==> config.mk <==
export PLATFORM = sky130hd
export DESIGN_NAME = color_blob_centroid_unit
export DESIGN_NICKNAME = d
export VERILOG_FILES = /design/src/csb_pkg.sv /design/src/csb_accum.sv /design/src/csb_divider.sv /design/src/color_blob_centroid_unit.sv
export SDC_FILE = /design/constraint.sdc
export NUM_CORES = 1
export LEC_CHECK = 0
export BUFFER_PORTS_ARGS = -buffer_cell sky130_fd_sc_hd__buf_2
export CAP_MARGIN = 20
export CORE_ASPECT_RATIO = 1.2
export CORE_MARGIN = 2
export CORE_UTILIZATION = 40
export DETAILED_ROUTE_END_ITERATION = 7
export PLACE_DENSITY = 0.62
export SYNTH_ARGS = -nofsm -noshare
export SYNTH_HDL_FRONTEND = slang
export SYNTH_HIERARCHICAL = 1
export SYNTH_SLANG_ARGS = --single-unit
==> constraint.sdc <==
create_clock -name clk -period 7.43 [get_ports clk]
set_input_delay 1.486 -clock clk [delete_from_list [all_inputs] [get_ports clk]]
set_output_delay 1.486 -clock clk [all_outputs]
set_load 0.01 [all_outputs]
==> src/csb_pkg.sv <==
package csb_pkg;

	localparam int MAX_DIM_DEF = 1024;
	localparam int HIT_LEVEL = 150;
	localparam int SUM_W = 32;
	localparam int CNT_W = 21;
	localparam int POS_CMP_W = 13;
	localparam int ORG_W = 12;
	localparam int SIZE_W = 11;
	localparam int CFG_DATA_W = 12;
	localparam int CFG_ADDR_W = 2;
	localparam int CTR_W = 10;
	localparam int NEW_W = 14;
	localparam logic [CNT_W-1:0] CNT_MAX = {CNT_W{1'b1}};

	localparam logic [CFG_ADDR_W-1:0] REG_WINDOW_X = 2'd0;
	localparam logic [CFG_ADDR_W-1:0] REG_WINDOW_Y = 2'd1;
	localparam logic [CFG_ADDR_W-1:0] REG_WINDOW_WIDTH = 2'd2;
	localparam logic [CFG_ADDR_W-1:0] REG_WINDOW_HEIGHT = 2'd3;

	typedef enum logic [2:0] {
		ST_ACCUM,
		ST_START_COL,
		ST_WAIT_COL,
		ST_START_ROW,
		ST_WAIT_ROW,
		ST_EMIT
	} state_t;

	typedef struct packed {
		logic [SUM_W-1:0] col_sum;
		logic [SUM_W-1:0] row_sum;
		logic [CNT_W-1:0] hits;
	} acc_sums_t;

	function automatic logic [SIZE_W-1:0] eff_size(input logic [SIZE_W-1:0] v,
		input int unsigned max_dim);
		logic [SIZE_W-1:0] r;
		if (v == '0) begin
			r = SIZE_W'(1);
		end else if (32'(v) > max_dim) begin
			r = SIZE_W'(max_dim);
		end else begin
			r = v;
		end
		return r;
	endfunction

	// Origin minus half the size plus the centre, truncated toward zero.
	function automatic logic [NEW_W-1:0] recentre(input logic [ORG_W-1:0] origin,
		input logic [SIZE_W-1:0] size, input logic [SUM_W-1:0] centre);
		logic signed [35:0] twice;
		logic signed [35:0] half;
		twice = $signed({23'b0, origin, 1'b0}) - $signed({25'b0, size})
			+ $signed({3'b0, centre, 1'b0});
		if (twice < 0 && twice[0]) begin
			half = (twice + 36'sd1) >>> 1;
		end else begin
			half = twice >>> 1;
		end
		return half[NEW_W-1:0];
	endfunction

endpackage

==> src/csb_accum.sv <==
module csb_accum #(
	parameter int MAX_DIM = 1024
) (
	input  logic                    clk,
	input  logic                    arst_n,
	input  logic                    take,
	input  logic                    clear,
	input  logic [7:0]              blue,
	input  logic [7:0]              green,
	input  logic [7:0]              red,
	input  logic [10:0]             eff_w,
	input  logic [10:0]             eff_h,
	output csb_pkg::acc_sums_t      sums,
	output logic                    win_end
);
	import csb_pkg::*;

	localparam int POS_W = $clog2(MAX_DIM);

	logic [POS_W-1:0] col_pos_q;
	logic [POS_W-1:0] row_pos_q;
	acc_sums_t        sums_q;
	logic             hit;
	logic             row_end;

	assign hit = (green < 8'(HIT_LEVEL)) && (red > 8'(HIT_LEVEL)) && (blue > 8'(HIT_LEVEL));
	assign row_end = (POS_CMP_W'(col_pos_q) + POS_CMP_W'(1)) >= POS_CMP_W'(eff_w);
	assign win_end = row_end && ((POS_CMP_W'(row_pos_q) + POS_CMP_W'(1)) >= POS_CMP_W'(eff_h));
	assign sums = sums_q;

	always_ff @(posedge clk or negedge arst_n) begin
		if (!arst_n) begin
			col_pos_q <= '0;
			row_pos_q <= '0;
			sums_q.col_sum <= '0;
			sums_q.row_sum <= '0;
			sums_q.hits <= CNT_W'(1);
		end else if (clear) begin
			col_pos_q <= '0;
			row_pos_q <= '0;
			sums_q.col_sum <= '0;
			sums_q.row_sum <= '0;
			sums_q.hits <= CNT_W'(1);
		end else if (take) begin
			if (hit) begin
				sums_q.col_sum <= sums_q.col_sum + SUM_W'(col_pos_q);
				sums_q.row_sum <= sums_q.row_sum + SUM_W'(row_pos_q);
				if (sums_q.hits != CNT_MAX) begin
					sums_q.hits <= sums_q.hits + CNT_W'(1);
				end
			end
			if (!win_end) begin
				if (row_end) begin
					col_pos_q <= '0;
					row_pos_q <= row_pos_q + POS_W'(1);
				end else begin
					col_pos_q <= col_pos_q + POS_W'(1);
				end
			end
		end
	end

endmodule

==> src/csb_divider.sv <==
module csb_divider (
	input  logic                        clk,
	input  logic                        arst_n,
	input  logic                        start,
	input  logic [csb_pkg::SUM_W-1:0]   dividend,
	input  logic [csb_pkg::CNT_W-1:0]   divisor,
	output logic                        busy,
	output logic                        done,
	output logic [csb_pkg::SUM_W-1:0]   quotient
);
	import csb_pkg::*;

	localparam int STEP_W = $clog2(SUM_W);

	logic [STEP_W-1:0] step_q;
	logic              busy_q;
	logic              done_q;
	logic [CNT_W-1:0]  rem_q;
	logic [CNT_W-1:0]  div_q;
	logic [SUM_W-1:0]  quo_q;
	logic [CNT_W:0]    trial;
	logic [CNT_W+1:0]  diff;

	assign trial = {rem_q, quo_q[SUM_W-1]};
	assign diff = {1'b0, trial} - {2'b0, div_q};
	assign busy = busy_q;
	assign done = done_q;
	assign quotient = quo_q;

	always_ff @(posedge clk or negedge arst_n) begin
		if (!arst_n) begin
			busy_q <= 1'b0;
			done_q <= 1'b0;
			step_q <= '0;
		end else begin
			done_q <= 1'b0;
			if (start) begin
				busy_q <= 1'b1;
				step_q <= '0;
			end else if (busy_q) begin
				step_q <= step_q + STEP_W'(1);
				if (step_q == STEP_W'(SUM_W - 1)) begin
					busy_q <= 1'b0;
					done_q <= 1'b1;
				end
			end
		end
	end

	always_ff @(posedge clk) begin
		if (start) begin
			rem_q <= '0;
			div_q <= divisor;
			quo_q <= dividend;
		end else if (busy_q) begin
			if (!diff[CNT_W+1]) begin
				rem_q <= diff[CNT_W-1:0];
				quo_q <= {quo_q[SUM_W-2:0], 1'b1};
			end else begin
				rem_q <= trial[CNT_W-1:0];
				quo_q <= {quo_q[SUM_W-2:0], 1'b0};
			end
		end
	end

endmodule

==> src/color_blob_centroid_unit.sv <==
// Channel   Direction  Handshake              Payload
// s_*       in         s_tvalid / s_tready    one pixel
// m_*       out        m_tvalid / m_tready    one centroid result per window
// cfg_*     in         cfg_valid / cfg_ready  register index and write data
//
// A pixel that does not close the window leaves the block in its accumulate state, ready for the next pixel.
// The last pixel of a window then passes through two runs of the shared restoring divider, each
// a start, 32 quotient steps and the taking of the quotient, and then the emit state loads the
// result register.
// Reset clears the window position, the coordinate sums and the handshake state, sets the hit
// count to one, and loads the register defaults.
// A result still waiting on m_tready holds the next result in the emit state until it is taken.
module color_blob_centroid_unit #(
	parameter int MAX_DIM = csb_pkg::MAX_DIM_DEF
) (
	input  logic                             clk,
	input  logic                             arst_n,
	input  logic                             s_tvalid,
	output logic                             s_tready,
	// blue [7:0], green [15:8], red [23:16]
	input  logic [23:0]                      s_tdata,
	output logic                             m_tvalid,
	input  logic                             m_tready,
	// center_col [9:0], center_row [19:10], hit_total [40:20], new_x [54:41],
	// new_y [68:55], zero [71:69]
	output logic [71:0]                      m_tdata,
	input  logic                             cfg_valid,
	output logic                             cfg_ready,
	input  logic [csb_pkg::CFG_ADDR_W-1:0]   cfg_addr,
	input  logic [csb_pkg::CFG_DATA_W-1:0]   cfg_data
);
	import csb_pkg::*;

	state_t            state_q;
	state_t            state_d;
	logic [ORG_W-1:0]  window_x_q;
	logic [ORG_W-1:0]  window_y_q;
	logic [SIZE_W-1:0] window_width_q;
	logic [SIZE_W-1:0] window_height_q;
	logic [SIZE_W-1:0] eff_w;
	logic [SIZE_W-1:0] eff_h;
	acc_sums_t         sums;
	logic              win_end;
	logic              take;
	logic              clear;
	logic              div_start;
	logic              div_busy;
	logic              div_done;
	logic [SUM_W-1:0]  dividend;
	logic [SUM_W-1:0]  quotient;
	logic [SUM_W-1:0]  col_quo_q;
	logic              m_tvalid_q;
	logic [71:0]       m_tdata_q;
	logic              load_out;

	assign eff_w = eff_size(window_width_q, MAX_DIM);
	assign eff_h = eff_size(window_height_q, MAX_DIM);
	assign take = s_tvalid && s_tready;
	assign cfg_ready = 1'b1;
	assign m_tvalid = m_tvalid_q;
	assign m_tdata = m_tdata_q;

	always_ff @(posedge clk or negedge arst_n) begin
		if (!arst_n) begin
			window_x_q <= ORG_W'(300);
			window_y_q <= ORG_W'(200);
			window_width_q <= SIZE_W'(100);
			window_height_q <= SIZE_W'(100);
		end else if (cfg_valid && cfg_ready) begin
			unique case (cfg_addr)
				REG_WINDOW_X: window_x_q <= cfg_data;
				REG_WINDOW_Y: window_y_q <= cfg_data;
				REG_WINDOW_WIDTH: window_width_q <= cfg_data[SIZE_W-1:0];
				REG_WINDOW_HEIGHT: window_height_q <= cfg_data[SIZE_W-1:0];
				default: ;
			endcase
		end
	end

	csb_accum #(
		.MAX_DIM(MAX_DIM)
	) u_accum (
		.clk(clk),
		.arst_n(arst_n),
		.take(take),
		.clear(clear),
		.blue(s_tdata[7:0]),
		.green(s_tdata[15:8]),
		.red(s_tdata[23:16]),
		.eff_w(eff_w),
		.eff_h(eff_h),
		.sums(sums),
		.win_end(win_end)
	);

	csb_divider u_divider (
		.clk(clk),
		.arst_n(arst_n),
		.start(div_start),
		.dividend(dividend),
		.divisor(sums.hits),
		.busy(div_busy),
		.done(div_done),
		.quotient(quotient)
	);

	always_ff @(posedge clk or negedge arst_n) begin
		if (!arst_n) begin
			state_q <= ST_ACCUM;
		end else begin
			state_q <= state_d;
		end
	end

	always_comb begin
		state_d = state_q;
		s_tready = 1'b0;
		div_start = 1'b0;
		dividend = sums.col_sum;
		load_out = 1'b0;
		clear = 1'b0;
		unique case (state_q)
			ST_ACCUM: begin
				s_tready = 1'b1;
				if (s_tvalid && win_end) begin
					state_d = ST_START_COL;
				end
			end
			ST_START_COL: begin
				div_start = 1'b1;
				state_d = ST_WAIT_COL;
			end
			ST_WAIT_COL: begin
				if (div_done) begin
					state_d = ST_START_ROW;
				end
			end
			ST_START_ROW: begin
				div_start = 1'b1;
				dividend = sums.row_sum;
				state_d = ST_WAIT_ROW;
			end
			ST_WAIT_ROW: begin
				if (div_done) begin
					state_d = ST_EMIT;
				end
			end
			ST_EMIT: begin
				if (!m_tvalid_q || m_tready) begin
					load_out = 1'b1;
					clear = 1'b1;
					state_d = ST_ACCUM;
				end
			end
			default: state_d = ST_ACCUM;
		endcase
	end

	always_ff @(posedge clk) begin
		if (state_q == ST_WAIT_COL && div_done) begin
			col_quo_q <= quotient;
		end
	end

	always_ff @(posedge clk or negedge arst_n) begin
		if (!arst_n) begin
			m_tvalid_q <= 1'b0;
		end else if (load_out) begin
			m_tvalid_q <= 1'b1;
		end else if (m_tready) begin
			m_tvalid_q <= 1'b0;
		end
	end

	always_ff @(posedge clk) begin
		if (load_out) begin
			m_tdata_q <= {3'b0,
				recentre(window_y_q, eff_h, quotient),
				recentre(window_x_q, eff_w, col_quo_q),
				sums.hits,
				quotient[CTR_W-1:0],
				col_quo_q[CTR_W-1:0]};
		end
	end

	a_no_take_while_dividing: assert property (@(posedge clk) disable iff (!arst_n)
		div_busy |-> !s_tready)
		else $error("pixel request accepted while the divider is busy");

	a_window_end_stalls: assert property (@(posedge clk) disable iff (!arst_n)
		(s_tvalid && s_tready && win_end) |=> !s_tready)
		else $error("block still ready after the last pixel of a window");

	a_divisor_nonzero: assert property (@(posedge clk) disable iff (!arst_n)
		m_tvalid |-> (m_tdata[40:20] != '0))
		else $error("result carries a zero hit total");

	a_done_in_wait: assert property (@(posedge clk) disable iff (!arst_n)
		div_done |-> (state_q == ST_WAIT_COL || state_q == ST_WAIT_ROW))
		else $error("divider finished outside a wait state");

endmodule
### After elaboration in Yosys (flattened, before gate mapping)

Index checks and enable logic that the tools add are counted.

* register bits: 337
* output and inout port bits: 75
* word-level logic and storage cells: 130

* $add $sub $neg: 15
* muxes and demuxes: 42
* equality and inequality tests: 15
* reduce and logical (&&, ||, !) cells: 30
* order comparisons: 9

Operators with widths (count)
* 85-bit two-way mux: 3
* 32-bit two-way mux: 3
* 10-bit two-way mux: 8
* 14-bit by 34-bit adder with 35-bit output: 2
* 35-bit by 1-bit < comparator with 1-bit output (second input constant): 2
* 32-bit by 10-bit adder with 32-bit output: 2
* 11-bit two-way mux: 4
* 21-bit two-way mux: 2
* 15-bit by 2-bit adder with 15-bit output (second input constant): 2
* 14-bit two-way mux: 2
* 13-bit by 11-bit subtractor with 14-bit output: 2
* 13-bit by 11-bit >= comparator with 1-bit output: 2
* 22-bit by 21-bit subtractor with 23-bit output: 1
* 10-bit by 1-bit adder with 11-bit output (second input constant): 2
* 11-bit > comparator (second input constant): 2
* 11-bit zero test: 2
* 21-bit by 1-bit adder with 21-bit output (second input constant): 1
* 21-bit inequality test (second input constant): 1
* 10-bit by 1-bit adder with 10-bit output (second input constant): 2
* 3-bit case mux with 6 select lines: 1
* 8-bit > comparator (second input constant): 2
* 1-bit two-way mux: 13
* 3-bit two-way mux: 4
* 2-bit AND reduction: 6
* 20 further kinds: 40

### Depth between registers and ports, before layout

Gate-level depths: netlist of run 1.

* depth after elaboration: 8
* depth in mapped cells: 24

### Modules after synthesis

The synthesis of run 1 kept the hierarchy.

Modules (own cells, without submodules)
* color_blob_centroid_unit: times used 1, cells each 858, sequential area each 4300.4 µm², area each 9614.2 µm²
* csb_accum: times used 1, cells each 790, sequential area each 2628.8 µm², area each 7030.5 µm²
* csb_divider: times used 1, cells each 383, sequential area each 2187.1 µm², area each 4317.9 µm²

### Least setup slack after synthesis of run 1

OpenSTA, ideal clock, no wires.

* kind: input -> register
* start point: input port m_tready
* end point: register u_accum.sums_q (netlist bit u_accum/sums[78])
* path slack: 1035 ps
* library setup time: 78 ps
* cell stages on the path: 9
* arrival: 6317 ps
* path buffers: 1
* path through: nor2b_1 nor2_1 inv_1 o211ai_1 o2111a_1 buf_2 o211ai_2 or4_1 a21oi_1

* longest elaborated chain between the ends: 5
* elaborated cells between the ends (all ways): 7
* those cells by class: mux: 3; reduce/logical: 4

RTL lines
* from (decl): RTL line color_blob_centroid_unit.sv:23 `input logic m_tready,`
* 1-bit logical OR *: RTL line color_blob_centroid_unit.sv:149 `if (!m_tvalid_q || m_tready) begin`
* 1-bit two-way mux *: RTL line color_blob_centroid_unit.sv:149
* 1-bit two-way mux *: RTL line color_blob_centroid_unit.sv:122 `unique case (state_q)`
* net clear: RTL line color_blob_centroid_unit.sv:45 `logic clear;`
* 2-bit nonzero test (no line)
* 2-bit AND reduction (no line)
* to (decl): RTL line csb_accum.sv:22 `acc_sums_t sums_q;`

The timed path passes the listed nets; every way through them passes the cells marked *.
A chain may end at the register's enable or synchronous reset.

### Final worst setup path of run 1

* start point: register window_height_q[7]
* end point: register m_tdata_q[60] (netlist: m_tdata[60]), data pin

* longest elaborated chain between the ends: 8
* elaborated cells between the ends (all ways): 10
* those cells by class: add/sub: 3; order compare: 2; mux: 3; reduce/logical: 2

RTL lines
* from (decl): RTL line color_blob_centroid_unit.sv:39 `logic [SIZE_W-1:0] window_height_q;`
* from (signal assigned): RTL line color_blob_centroid_unit.sv:74 `REG_WINDOW_HEIGHT: window_height_q <= cfg_data[SIZE_W-1:0];`
* 11-bit > comparator: RTL line csb_pkg.sv:41 `end else if (32'(v) > max_dim) begin`
* 11-bit two-way mux: RTL line csb_pkg.sv:41
* 11-bit two-way mux *: RTL line csb_pkg.sv:39 `if (v == '0) begin`
* net eff_h[0]: RTL line color_blob_centroid_unit.sv:41 `logic [SIZE_W-1:0] eff_h;`
* 13-bit by 11-bit subtractor with 14-bit output *: RTL line csb_pkg.sv:54 `twice = $signed({23'b0, origin, 1'b0}) - $signed({25'b0, size})`
* 14-bit by 34-bit adder with 35-bit output *: RTL line csb_pkg.sv:55 `+ $signed({3'b0, centre, 1'b0});`
* 35-bit by 1-bit < comparator with 1-bit output: RTL line csb_pkg.sv:56 `if (twice < 0 && twice[0]) begin`
* 1-bit logical AND: RTL line csb_pkg.sv:56
* 14-bit two-way mux *: RTL line csb_pkg.sv:56
* to (signal assigned): RTL line color_blob_centroid_unit.sv:177 `m_tdata_q <= {3'b0,`
* to (decl): RTL line color_blob_centroid_unit.sv:53 `logic [71:0] m_tdata_q;`

Marked as above.

==> results_dict.tcl, run 1 <==
set metrics [dict create \
    critPathKind "reg -> reg" \
    power_density_mw_per_mm2 280 \
    dieArea_mm2 0.0543 \
    fin_crit_ps 6020 \
    antenna_found_initial 1 \
    grt_pass1_vias 15625 \
    fin_setup_tns_ps 0 \
    overflow 0 \
    peakVddDrop_uv 228 \
    clkTransAtPathRegs_ps 70 \
    finalHoldViolCount 0 \
    ios 118 \
    clock_path_buffers 3 \
    area_growth_pct 12.3 \
    synth-seq-area-share_pct 43.5 \
    cp-start-kind "flip-flop" \
    worst-slew-pin-transition_ps 1090 \
    p_leak_nw 9.32 \
    placementRows 91 \
    cp_slowest_stage_delay_ps 510 \
    avgSynthCellArea_um2 10.3 \
    ys_ff_latch 337 \
    cts_sinks 337 \
    register_area_mm2 0.00912 \
    postSynthCellCount 2031 \
    maxSlewViolCount 0 \
    cts.hold.buffers_added 0 \
    ant_nets 0 \
    die_y_um 255 \
    fmaxAchievable_mhz 166 \
    core-area_mm2 0.0516 \
    ys_types 108 \
    crit_path_frequent_cell "a21o_1" \
    critical_path.cell_chain "nor4_1 -> nand3_1 -> a21oi_1 -> inv_1 -> fa_1 -> a21o_1 -> a21o_1 -> a21o_1 -> a21oi_1 -> o21ai_0 -> a31oi_1 -> o21ai_1 -> xnor2_1 -> ha_1 -> nand2_1 -> o21ai_1 -> a2111oi_0 -> o31a_1 -> a2bb2oi_1 -> nand2_1 -> or4_1 -> xor2_1" \
    initial_core_util_pct 40.6 \
    setup_slack_ps 1410 \
    grt_max_degree 84 \
    die_w_um 213 \
    yosysTopAreaCell "edfxtp_1" \
    drv_cap 0 \
    period_share_pct 81.0 \
    cpLargestDelayFamily "compound AO/OA/AOI/OAI gates" \
    routedWlPerCell_um 18.5 \
    arrival_ps 6320 \
    status "finished clean" \
    io_buffer_count 112 \
    drt_iter0_markers 891 \
    fin_nets 2336 \
    grt_pass1_wl_um 84100 \
    power_mw 6.59 \
    drt-pass1-iter-count 5 \
    post-route-util_pct 45.7 \
    crit_fanout 6 \
    dpl_worst_slack_ps 1510 \
    antenna_cells 0 \
    maxSlewHeadroom_pct 27.0 \
    async_reset_ff_share_pct 48.1 \
    cp.required_ps 7730 \
    synth_flop_cell "edfxtp_1" \
    crit_path_end_kind "flip-flop" \
    rsz0062_at_grt "false" \
    min_path_type "reg -> reg" \
    vias_per_cell 5.54 \
    clk_latency_ps 550 \
    wl_um 52700 \
    n_fill_cell 4820 \
    gp_congestion 0.919 \
    finClkSkew_ps 27.4 \
    yosysWarnings 6 \
    synth_edf_count 154 \
    synth_area_leaders "edfxtp_1 (22%), dfrtp_1 (18%), ha_1 (9.5%)" \
    synth_top_cell_area_share_pct 22.1 \
    grt_usage_pct 19.6 \
    multi_input_area_mm2 0.0111 \
    htreeDepth 2 \
    synth_area_mm2 0.0210 \
    dr_total_vias 15798 \
    route.detailed.drc 0 \
    drive_above_1_share_pct 17.0 \
    cts_tree "yes" \
    cp_num_buf_inv 1 \
    place_hpwl_um 38700 \
    setup_viol_count_final 0 \
    cts_root_buf "clkbuf_16" \
    cts.repair.resized 0 \
    worst_path_max_delay_cell "or4_1" \
    cts_buffers 37 \
    postCtsSetupRepairBufs 0 \
]
-- cells in the mapped netlist (all sizes together) (6+ instances only) --
| master | count |
|---|---|
| o31ai | 12 |
| or3 | 18 |
| or2 | 8 |
| xnor2 | 107 |
| nand3b | 10 |
| o21ai | 68 |
| and2 | 11 |
| o2111ai | 14 |
| clkbuf | 59 |
| nor3b | 8 |
| xor2 | 60 |
| a2111oi | 11 |
| nand2 | 143 |
| nand3 | 55 |
| o211ai | 28 |
| nor2 | 177 |
| mux2i | 13 |
| nand4b | 6 |
| o21bai | 9 |
| or4 | 13 |
| mux2 | 114 |
| a211oi | 51 |
| a21oi | 127 |
| nor2b | 13 |
| nand2b | 11 |
| and4 | 7 |
| a211o | 8 |
| a21o | 28 |
| nand4 | 35 |
| a31oi | 16 |
| dfrtp | 148 |
| dfxtp | 21 |
| dfstp | 14 |
| and3 | 19 |
| edfxtp | 154 |
| nor3 | 41 |
| fa | 7 |
| nor4 | 19 |
| inv | 124 |
| buf | 19 |
| ha | 160 |
| o21a | 13 |
-- per-layer routing --
| layer | up-vias | wire (um) | global-route usage [%] |
|---|---|---|---|
| met3 | 119 | 1790 | 2.45 |
| met4 | 0 | 2110 | 8.15 |
| met2 | 333 | 26200 | 34.0 |
| li1 | 7630 | - | - |
| met5 | - | 0 | 0 |
| met1 | 7716 | 22600 | 24.6 |
-- cell type report --
| class | count | share of cell area, % |
|---|---|---|
| inverters | 124 | 1.98 |
| repair buffers | 132 | 3.04 |
| multi-input cells | 1494 | 47.0 |
| clock buffers | 47 | 4.58 |
| flip-flops and latches | 337 | 38.7 |
| clock inverters | 21 | 0.967 |
| well taps | 697 | 3.70 |
-- power breakdown --
part	internal, mW	switching [mW]	total (mW)
registers	2.08	0.0470	2.12
logic	1.01	1.50	2.50
clock network	1.17	0.788	1.96
total	4.26	2.33	6.59
-- cell families (layout without fill, tap and decap cells) --
logic type / after synthesis / count (layout) / share of synthesized area (%)
compound gates: 425 / 425 / 13.9
xor+xnor: 167 / 167 / 6.98
fa+ha+maj: 167 / 167 / 10.2
buf+inv: 202 / 324 / 3.88
flops: 337 / 337 / 43.5
mux: 127 / 127 / 6.74
other cells: 2 / 4 / 0.0358
simple gates: 604 / 604 / 14.8
-- cell usage in the layout (no fill, tap or decap), types with 14 or more instances in the layout --
master     Yosys  routed
nand3_1       54      54
buf_4          5      20
a211oi_1      49      48
nand4_1       34      34
o211ai_1      27      27
ha_1         160     160
nor3_1        34      33
dfstp_2       14      14
a21o_1        28      28
xor2_1        60      60
and3_1        17      17
nor4_1        16      16
a21oi_1      125     125
dfxtp_1       21      21
nand2_1      142     142
nor2_1       176     175
dfrtp_1      148     148
xnor2_1      107     107
o21ai_1       19      19
or3_1         18      18
clkbuf_16      0      40
inv_1        122     122
o21ai_0       48      48
buf_2          7     111
mux2_2       101     101
edfxtp_1     154     154
-- stage by stage --
| stage | instance area (um^2) | std cells | hold WS [ps] |
|---|---|---|---|
| global placement | 22200 | 2783 | 459 |
| global route | 23500 | 2852 | 503 |
| floorplan | 21000 | 2033 | 433 |
| CTS | 23500 | 2851 | 479 |
| detailed placement | 22200 | 2783 | 469 |
| finish | 23500 | 2852 | 476 |
-- sequential cells by signal (all words and copies together) (netlist names) --
register and cells:
u_accum/col_pos_q 10, window_x_q 12, u_divider/div_q 21, u_divider/busy 1
u_divider/done 1, window_height_q 11, m_tdata 69, u_divider/rem_q 21
window_width_q 11, window_y_q 12, m_tvalid 1, state_q 3
u_accum/sums 85, u_accum/row_pos_q 10, col_quo_q 32, u_divider/step_q 5
u_divider/quotient 32
-- tightest hold or removal path, cell delays in order (launching register included) --
cell,delay [ps]
dfxtp_1,310
inv_1,50
a221oi_1,60
-- worst paths after layout --
check / endpoint / cells past startpoint / start / slack (ps)
hold reg to reg: u_divider/rem_q[20] / 2 / u_divider/rem_q[20] / 480
setup reg to reg: m_tdata[60] / 22 / window_height_q[7] / 1410
min in group asynchronous: state_q[1] / 1 / arst_n / 790
setup / recovery: m_tdata[60] / 22 / window_height_q[7] / 1410
max in group asynchronous: u_accum/sums[3] / 2 / arst_n / 5420
hold / removal: u_divider/rem_q[20] / 2 / u_divider/rem_q[20] / 480
Note: power is estimated with default switching activity, not from simulation.
==> run 2: changes to the inputs <==
- PLACE_DENSITY: 0.62 -> 0.64
- clock period: 7.43 -> 5.15 ns (I/O delays scaled with it)
==> run 2 against run 1 <==
  * The run now ends with negative setup slack left
  * Clock power grew 40%
  * Count of clock-buffer cells in the layout is 4 higher
  * Via count up 2.8%
  * Hold slack got worse by 8.2 ps
  * Design area rose by 5.9%
  * Register-to-register slack got worse by 1500 ps
  * Critical path type unchanged
==> results_dict.tcl, run 2 (synthesized netlist as in run 1, its figures left out) <==
set metrics [dict create \
    clk_latency_ps 580 \
    finalHoldViolCount 0 \
    grt_pass1_vias 15987 \
    drv_cap 0 \
    clkTransAtPathRegs_ps 60 \
    power_mw 10.6 \
    cp-start-kind "flip-flop" \
    finClkSkew_ps 44.6 \
    ios 118 \
    grt_usage_pct 19.6 \
    antenna_found_initial 0 \
    grt_max_degree 118 \
    setup_slack_ps -122 \
    worst-slew-pin-transition_ps 1120 \
    cts_tree "yes" \
    dr_total_vias 16244 \
    arrival_ps 5570 \
    crit_path_end_kind "flip-flop" \
    fin_crit_ps 5270 \
    io_buffer_count 112 \
    setup_viol_count_final 9 \
    die_y_um 255 \
    cts_buffers 38 \
    overflow 0 \
    period_share_pct 102 \
    n_fill_cell 4594 \
    maxSlewViolCount 0 \
    critical_path.cell_chain "or4_4 -> nor3_4 -> inv_1 -> o21ai_2 -> nand2_2 -> ha_1 -> a221o_1 -> a31oi_4 -> a2bb2oi_4 -> a31oi_4 -> buf_12 -> buf_8 -> buf_6 -> ha_1 -> nand4_1 -> or4_4 -> nor4_4 -> nor4_4 -> buf_4 -> buf_4 -> nand2_1 -> mux2_4" \
    fin_nets 2441 \
    clock_path_buffers 3 \
    status "finished with violations" \
    route.detailed.drc 0 \
    drive_above_1_share_pct 23.9 \
    final_cell_mix "nor2_1 (173), edfxtp_1 (154), ha_1 (149)" \
    die_w_um 213 \
    violations "negative setup slack" \
    wl_um 54000 \
    dieArea_mm2 0.0543 \
    initial_core_util_pct 40.6 \
    critPathKind "reg -> reg" \
    antenna_cells 0 \
    cp.required_ps 5450 \
    power_density_mw_per_mm2 423 \
    cp_slowest_stage_delay_ps 570 \
    maxSlewHeadroom_pct 25.0 \
    drt_iter0_markers 833 \
    core-area_mm2 0.0516 \
    min_path_type "reg -> reg" \
    r2r_slack_ps -120 \
    ant_nets 0 \
    routedWlPerCell_um 18.2 \
    dpl_worst_slack_ps -227 \
    place_hpwl_um 39100 \
    p_leak_nw 9.96 \
    fmaxAchievable_mhz 190 \
    area_growth_pct 19.0 \
    worst_path_max_delay_cell "or4_4" \
    rsz0062_at_grt "true" \
    htreeDepth 2 \
    cts_root_buf "clkbuf_16" \
    vias_per_cell 5.49 \
    gp_congestion 0.885 \
    peakVddDrop_uv 311 \
    placementRows 91 \
    cp_num_buf_inv 6 \
    grt_pass1_wl_um 84100 \
    largest_reg_flops 85 \
    cts_sinks 337 \
    drt-pass1-iter-count 5 \
    layout_commonest_cell "nor2_1" \
    cpLargestDelayFamily "simple AND/OR/NAND/NOR gates" \
    crit_fanout 7 \
]
-- run 2: metrics by stage --
step	setup TNS (ps)	cells	utilization [%]	instance area (um^2)	hold slack, ps
finish	-438	2957	48.3	24900	468
global route	-3220	2957	48.3	24900	491
CTS	0	2936	47.2	24300	471
detailed placement	-2060	2863	44.5	22900	449
global placement	-1110	2863	44.5	22900	451
floorplan	-231	2033	-	21000	433
-- run 2: worst paths after layout --
path | end | depth (start not counted) | startpoint
max | m_tdata[41] | 22 | window_width_q[3]
max in group asynchronous | window_y_q[3] | 2 | arst_n
min | m_tdata[3] | 0 | col_quo_q[3]
min reg2reg | m_tdata[3] | 0 | col_quo_q[3]
max reg2reg | m_tdata[41] | 22 | window_width_q[3]
min in group asynchronous | m_tvalid | 1 | arst_n
-- run 2: where the power goes --
part / switching, mW / internal (mW) / total, mW
Sequential: 0.0722 / 3.00 / 3.07
Clock: 1.14 / 1.60 / 2.74
Combinational: 2.61 / 2.15 / 4.75
-- run 2: final cells by class --
type	instances	area [um^2]	share of cell area (%)
Clock buffer	51	1130	4.52
Sequential cell	337	9120	36.6
Multi-Input combinational cell	1494	11600	46.6
Tap cell	697	872	3.50
Timing Repair Buffer	236	1600	6.42
Clock inverter	18	141	0.567
Inverter	124	465	1.87
-- run 2: worst reg2reg max path, delay by kind of cell, from the launching register on --
kind | cells | cell delay [ps]
DFF | 1 | 380
muxes | 1 | 290
buffers and inverters | 6 | 790
and+or+nand+nor | 8 | 1940
AOI/OAI and AO/OA | 5 | 1140
adders and majority gates | 2 | 460
-- run 2: per-layer routing --
layer  part of all wire, %  vias up  GRT usage, %
li1                      -     7817             -
met4                   4.0        0          8.43
met3                   3.3      108          2.55
met2                    51      331          34.8
met5                     0        -             0
met1                    42     7988          23.7
-- run 2: timing repair --
item / in CTS / in global routing
setup buffers: 4 / 19
hold buffers: 0 / 0
pin swaps: 13 / 42
gates cloned: 0 / 1
gates resized for setup: 21 / 72
setup endpoints to repair: 26 / 28
